### src/hdl/obm_pkg.sv
`default_nettype none
package obm_pkg;

  // right shift applied to a full product before capping
  typedef enum logic [1:0] {
    SH0  = 2'd0,
    SH24 = 2'd1,
    SH30 = 2'd2,
    SH45 = 2'd3
  } shift_t;

  localparam int MODE_LIMIT = 2;

  localparam logic [31:0] TWO_PI_Q29 = 32'd3373259426;
  localparam logic [29:0] CORDIC_GAIN_Q30 = 30'd652032874;

  // atan(2^-k) in 2^-32 turn units
  localparam logic [29:0] ATAN_TURNS [32] = '{
    30'd536870912, 30'd316933406, 30'd167458907, 30'd85004756, 30'd42667331,
    30'd21354465, 30'd10679838, 30'd5340245, 30'd2670163, 30'd1335087,
    30'd667544, 30'd333772, 30'd166886, 30'd83443, 30'd41722, 30'd20861,
    30'd10430, 30'd5215, 30'd2608, 30'd1304, 30'd652, 30'd326, 30'd163,
    30'd81, 30'd41, 30'd20, 30'd10, 30'd5, 30'd3, 30'd1, 30'd1, 30'd0
  };

endpackage
`default_nettype wire

### src/hdl/obm_mul.sv
`default_nettype none
// Sign-magnitude 64x64 multiplier built on one 32x32 multiplier, four
// partial products over successive cycles. Result is shifted, truncated
// toward zero and capped at 2^61 in magnitude. raw gives the low product bits.
module obm_mul
  import obm_pkg::*;
(
  input  logic               clk,
  input  logic               rst,
  input  logic               go,
  input  logic signed [63:0] a,
  input  logic signed [63:0] b,
  input  shift_t             sh,
  output logic               done,
  output logic signed [63:0] res,
  output logic [63:0]        raw
);

  localparam logic [127:0] PROD_CAP = 128'd1 << 61;

  logic [63:0]  ua;
  logic [63:0]  ub;
  logic         neg;
  shift_t       sh_r;
  logic [127:0] acc;
  logic [63:0]  pp;
  logic [1:0]   pp_off;
  logic         pp_vld;
  logic [2:0]   step;
  logic         busy;

  logic [31:0]  a_half;
  logic [31:0]  b_half;
  logic [127:0] pp_wide;
  logic [127:0] shf;
  logic [61:0]  mag;

  assign a_half = step[1] ? ua[63:32] : ua[31:0];
  assign b_half = step[0] ? ub[63:32] : ub[31:0];

  always_comb begin
    unique case (pp_off)
      2'd0:    pp_wide = {64'd0, pp};
      2'd1:    pp_wide = {32'd0, pp, 32'd0};
      default: pp_wide = {pp, 64'd0};
    endcase
  end

  always_comb begin
    unique case (sh_r)
      SH0:  shf = acc;
      SH24: shf = acc >> 24;
      SH30: shf = acc >> 30;
      SH45: shf = acc >> 45;
    endcase
    mag = (shf > PROD_CAP) ? PROD_CAP[61:0] : shf[61:0];
  end

  always_ff @(posedge clk) begin
    if (rst) begin
      busy   <= 1'b0;
      done   <= 1'b0;
      step   <= 3'd0;
      pp_vld <= 1'b0;
    end else begin
      done <= 1'b0;
      if (go) begin
        busy   <= 1'b1;
        step   <= 3'd0;
        pp_vld <= 1'b0;
      end else if (busy) begin
        step   <= step + 3'd1;
        pp_vld <= ~step[2];
        if (step == 3'd5) begin
          busy <= 1'b0;
          done <= 1'b1;
        end
      end
    end
  end

  always_ff @(posedge clk) begin
    if (go) begin
      ua   <= a[63] ? 64'(-a) : 64'(a);
      ub   <= b[63] ? 64'(-b) : 64'(b);
      neg  <= a[63] ^ b[63];
      sh_r <= sh;
      acc  <= '0;
    end else if (busy) begin
      if (!step[2]) begin
        pp     <= a_half * b_half;
        pp_off <= {1'b0, step[1]} + {1'b0, step[0]};
      end
      if (pp_vld) acc <= acc + pp_wide;
      if (step == 3'd5) begin
        res <= neg ? -$signed({2'b00, mag}) : $signed({2'b00, mag});
        raw <= acc[63:0];
      end
    end
  end

endmodule
`default_nettype wire

### config.mk
export PLATFORM = sky130hd
export DESIGN_NAME = obm_mul
export DESIGN_NICKNAME = d
export VERILOG_FILES = /design/src/hdl/obm_pkg.sv /design/src/hdl/obm_mul.sv
export SDC_FILE = /design/constraint.sdc
export NUM_CORES = 2
export LEC_CHECK = 0
export BUFFER_PORTS_ARGS = -buffer_cell sky130_fd_sc_hd__buf_2
export CAP_MARGIN = 10
export CORE_ASPECT_RATIO = 1.4
export CORE_MARGIN = 2
export CORE_UTILIZATION = 40
export DETAILED_ROUTE_END_ITERATION = 7
export PLACE_DENSITY = 0.53
export SETUP_SLACK_MARGIN = 0.2
export SYNTH_ARGS = -nofsm -noshare
export SYNTH_HDL_FRONTEND = slang
export SYNTH_SLANG_ARGS = --single-unit
### constraint.sdc
create_clock -name clk -period 14.44 [get_ports clk]
set_input_delay 1.444 -clock clk [delete_from_list [all_inputs] [get_ports clk]]
set_output_delay 1.444 -clock clk [all_outputs]
set_load 0.01 [all_outputs]
# Word level (Yosys, flattened, before mapping)
# Index checks and enable logic that the tools add are counted.
# word_totals
ff_bits	459
out_inout_bits	129
wordCells	52
# op_classes
n_addsub	6
mul	1
order_cmp	1
eq_ne	5
mux	12
bitwise_logic	4
n_reduce_logical	7
# ops
operator	count
128-bit one-hot mux with 4 select lines	1
128-bit one-hot mux with 2 select lines	1
128-bit adder	1
128-bit by 62-bit > comparator with 1-bit output, second input constant	1
64-bit negation	2
63-bit two-way mux	2
62-bit two-way mux	2
32-bit by 32-bit multiplier with 64-bit output	1
32-bit two-way mux	2
62-bit negation with 64-bit output	1
3-bit AND reduction	2
2-bit by 1-bit equality test with 1-bit output, second input constant	2
2-bit equality test, second input constant	2
2-bit zero test	2
1-bit two-way mux	4
3-bit by 1-bit adder with 3-bit output, second input constant	1
3-bit equality test, second input constant	1
1-bit inverter	3
3-bit OR reduction	1
1-bit by 1-bit adder with 2-bit output	1
2-bit AND reduction	1
2-bit OR reduction	1
1-bit bitwise XOR	1

# Longest topological paths before layout
# depth
ltp_word	6
depth_mapped	35

# Least setup slack after synthesis
# No wires, ideal clock.
# synth_timing
path_kind	reg-to-reg
start	reg step[1]
end	reg pp[63], data pin
setup_time_ns	0.260
arrival_ns	8.926
setup_slack_ns	5.254
path_stages_with_launch	34
path_buffers	4
synth_period_minus_slack_ns	9.186
path_cell_list	dfxtp_1 > clkbuf_1 > clkbuf_1 > clkbuf_1 > mux2i_1 > clkbuf_1 > nor2_1 > fa_1 > fa_1 > fa_1 > inv_1 > fa_1 > inv_1 > fa_1 > inv_1 > fa_1 > inv_1 > fa_1 > inv_1 > fa_1 > inv_1 > ha_1 > a21o_1 > a21oi_1 > o21ai_0 > a211o_1 > o21a_1 > o21ai_0 > o211ai_1 > a211o_1 > o21ai_0 > o21ai_0 > a21oi_1 > xnor2_1
# synth_via
elab_chain_len	2
# synth_lines
item	line	text
start: declaration	obm_mul.sv:29	logic [2:0] step;
start signal: assignment	obm_mul.sv:72	step <= step + 3'd1;
32-bit two-way mux	obm_mul.sv:38	assign a_half = step[1] ? ua[63:32] : ua[31:0];
32-bit by 32-bit multiplier with 64-bit output	obm_mul.sv:91	pp <= a_half * b_half;
end signal: assignment	obm_mul.sv:91	
end: declaration	obm_mul.sv:26	logic [63:0] pp;
# Every way passes these cells.
# A chain may end at the register's enable or synchronous reset.

# Worst setup path after layout
# layout_timing
start	reg step[0]
end	reg pp[63], data pin
# layout_via
elab_chain_len	2
# layout_lines
item	line	text
32-bit two-way mux	obm_mul.sv:39	assign b_half = step[0] ? ub[63:32] : ub[31:0];
32-bit by 32-bit multiplier with 64-bit output	obm_mul.sv:91	
# Every way passes these cells.

==> metrics.cfg <==
[cts]
ctsResizeCount = 0
cts_sinks = 459
cts_made_buffers = 51
cts_tree = yes
cts_setup_buffers = 0
clock_path_buffers = 3
htreeDepth = 2
ctsHoldBuffers = 0
path_clk_slew_ns = 0.07
insertion_delay_ns = 0.71
cts-root-buf = clkbuf_16

[synthesis]
yosysSeqAreaShare = 0.1985
ys_ff_latch = 459
syn_area_mm2 = 0.06267
syn_area_per_cell_um2 = 9.022
synth-edff-count = 325
synth_flop_cell = edfxtp_1
synth-async-reset-ratio = 0
synth_fp_nets = 8371
yosysWarnings = 0
ys_types = 87
netlist_instances = 6946

[drt]
wl_mm = 251.1
firstDrtPassIters = 6
ant_nets = 0
viasPerCell = 5.628
detail_route.wl_per_cell_um = 27.50
vias = 51387
drt-initial-drc-count = 3334
drc_errors = 0

[floorplanning]
start_util = 0.4034
die_h_um = 472.3
die_x_um = 338.5
placementRows = 171
core_area_mm2 = 0.1553
die_area_mm2 = 0.1599
io_pins = 262

[timing]
period_minus_slack_ns = 10.54
fin_skew_ns = 0.04967
fmax_mhz = 94.83
worst_hold_slack_ns = 0.4931
worstMarginPinSlew_ns = 1.320
grt_setup_unrepaired = no
setup_viol = 0
finalSetupTns_ns = 0
finalHoldViolations = 0
period_share = 0.7303
drv_slew = 0
slew_headroom = 0.1105

[global_routing]
grt_antenna_before_repair = 11
met3_usage = 0.05659
grt_pass1_wl_mm = 363.0
use_met1 = 0.3173
grt-busiest-layer = met2
grt_max_degree = 93
overflow = 0
use_met2 = 0.5562
grt_pass1_vias = 53547
grt_usage = 0.3130

[flow_run]
drv_cap = 0

[placed_design]
hpwlAfterDp_mm = 199.3
gp_congestion = 1.005
port_buffers = 261

[setup_path]
cpMostUsedCell = fa_1
worst_setup_path_end_kind = flop
slowest_delay_ns = 0.96
worstPathMaxFanout = 42
setup.worst_path.start_class = flop
cp.required_ns = 14.87
cp_slowest_cell = mux2_2
cp.arrival_ns = 10.98
critPathKind = flop to flop

[cells_and_area]
fillers = 15388
final_common_cell = inv_1
nets = 8432
drive_gt1_frac = 0.09648
final_cell_mix = 951 x inv_1, 939 x nand2_1, 897 x fa_1, 804 x nor2_1, 395 x ha_1
syn_to_final_growth_pct = 8.534

[status]
status = finished, final reports clean

[worst_hold_path]
hp-class = flop to flop

[flip-flops by register name, indices dropped and copies added, names as in the netlist]
| signal | flops |
|---|---|
| acc | 128 |
| pp | 64 |
| raw | 64 |
| res | 64 |
| ua | 64 |
| ub | 64 |
| step | 3 |
| pp_off | 2 |
| sh_r | 2 |
| busy | 1 |
| done | 1 |
| neg | 1 |
| pp_vld | 1 |
[per-layer routing]
metal  up-vias  routed length (um)  part of all wire
li1      22785                   -                 -
met1     25533               83260              0.33
met2      2254              125100              0.50
met3       807               16480             0.066
met4         8               26270              0.10
met5         -                  58           0.00023
[final cells by class]
cell class                      instances  area, um2  share of cell area
Antenna cell                            7      17.52           0.0002576
Clock buffer                           57       1299             0.01910
Clock inverter                         37      422.9            0.006218
Inverter                              952       3573             0.05254
Multi-Input combinational cell       5186      45620              0.6707
Sequential cell                       459      12450              0.1830
Tap cell                             2076       2597             0.03819
Timing Repair Buffer                  357       2037             0.02995
[Yosys cell counts, types with 73 or more instances]
master      n  area (um2)
a21o_1    109       818.3
a21oi_1   338        1692
and2_1     86       538.0
clkbuf_1  316        1186
dfxtp_1   134        2683
edfxtp_1  325        9759
fa_1      897       17960
ha_1      395        4942
inv_1     951        3570
mux2i_1    95       950.9
nand2_1   940        3528
nor2_1    807        3029
nor3_1     73       365.4
o21ai_0   293        1466
xnor2_1   236        2067
xor2_1     94       823.3
[cells by family after synthesis]
| logic type | count (synthesis) | synth area share |
|---|---|---|
| AO/OA/AOI/OAI | 1065 | 0.1048 |
| adder cells (fa/ha/maj) | 1292 | 0.3654 |
| flip-flops | 459 | 0.1985 |
| AND/OR/NAND/NOR | 2275 | 0.1574 |
| buffers and inverters | 1301 | 0.07817 |
| XOR/XNOR | 330 | 0.04612 |
| multiplexers | 224 | 0.04950 |
[metrics by stage]
step	cells	worst slack [ns]	instance area, um2	utilization
after global placement	9030	4.110	66270	0.4267
final	9131	3.895	68010	0.4379
after CTS	9124	3.978	68000	0.4377
after floorplan	6946	5.254	62670	-
after global routing	9125	3.464	68000	0.4378
after detailed placement	9030	3.998	66270	0.4267
[critical path, delay by kind of cell (launching register included)]
kind                       cells  cell delay, ns
adders and majority gates      9            4.42
xor gates and xnor gates       1            0.08
DFF                            1            0.61
muxes                          1            0.96
and+or+nand+nor                2            0.67
AOI/OAI and AO/OA             10            2.62
buffers and inverters          4            0.79
[worst paths after layout]
kind	startpoint	to	slack, ns	cells after the start
min	acc[121]	acc[121]	0.49	2
max reg2reg	step[0]	pp[63]	3.90	27
max	step[0]	pp[63]	3.90	27
min reg2reg	acc[121]	acc[121]	0.49	2
Power is not shown: default switching activity piles up to over one toggle a cycle in this logic, so the estimate is an artifact.
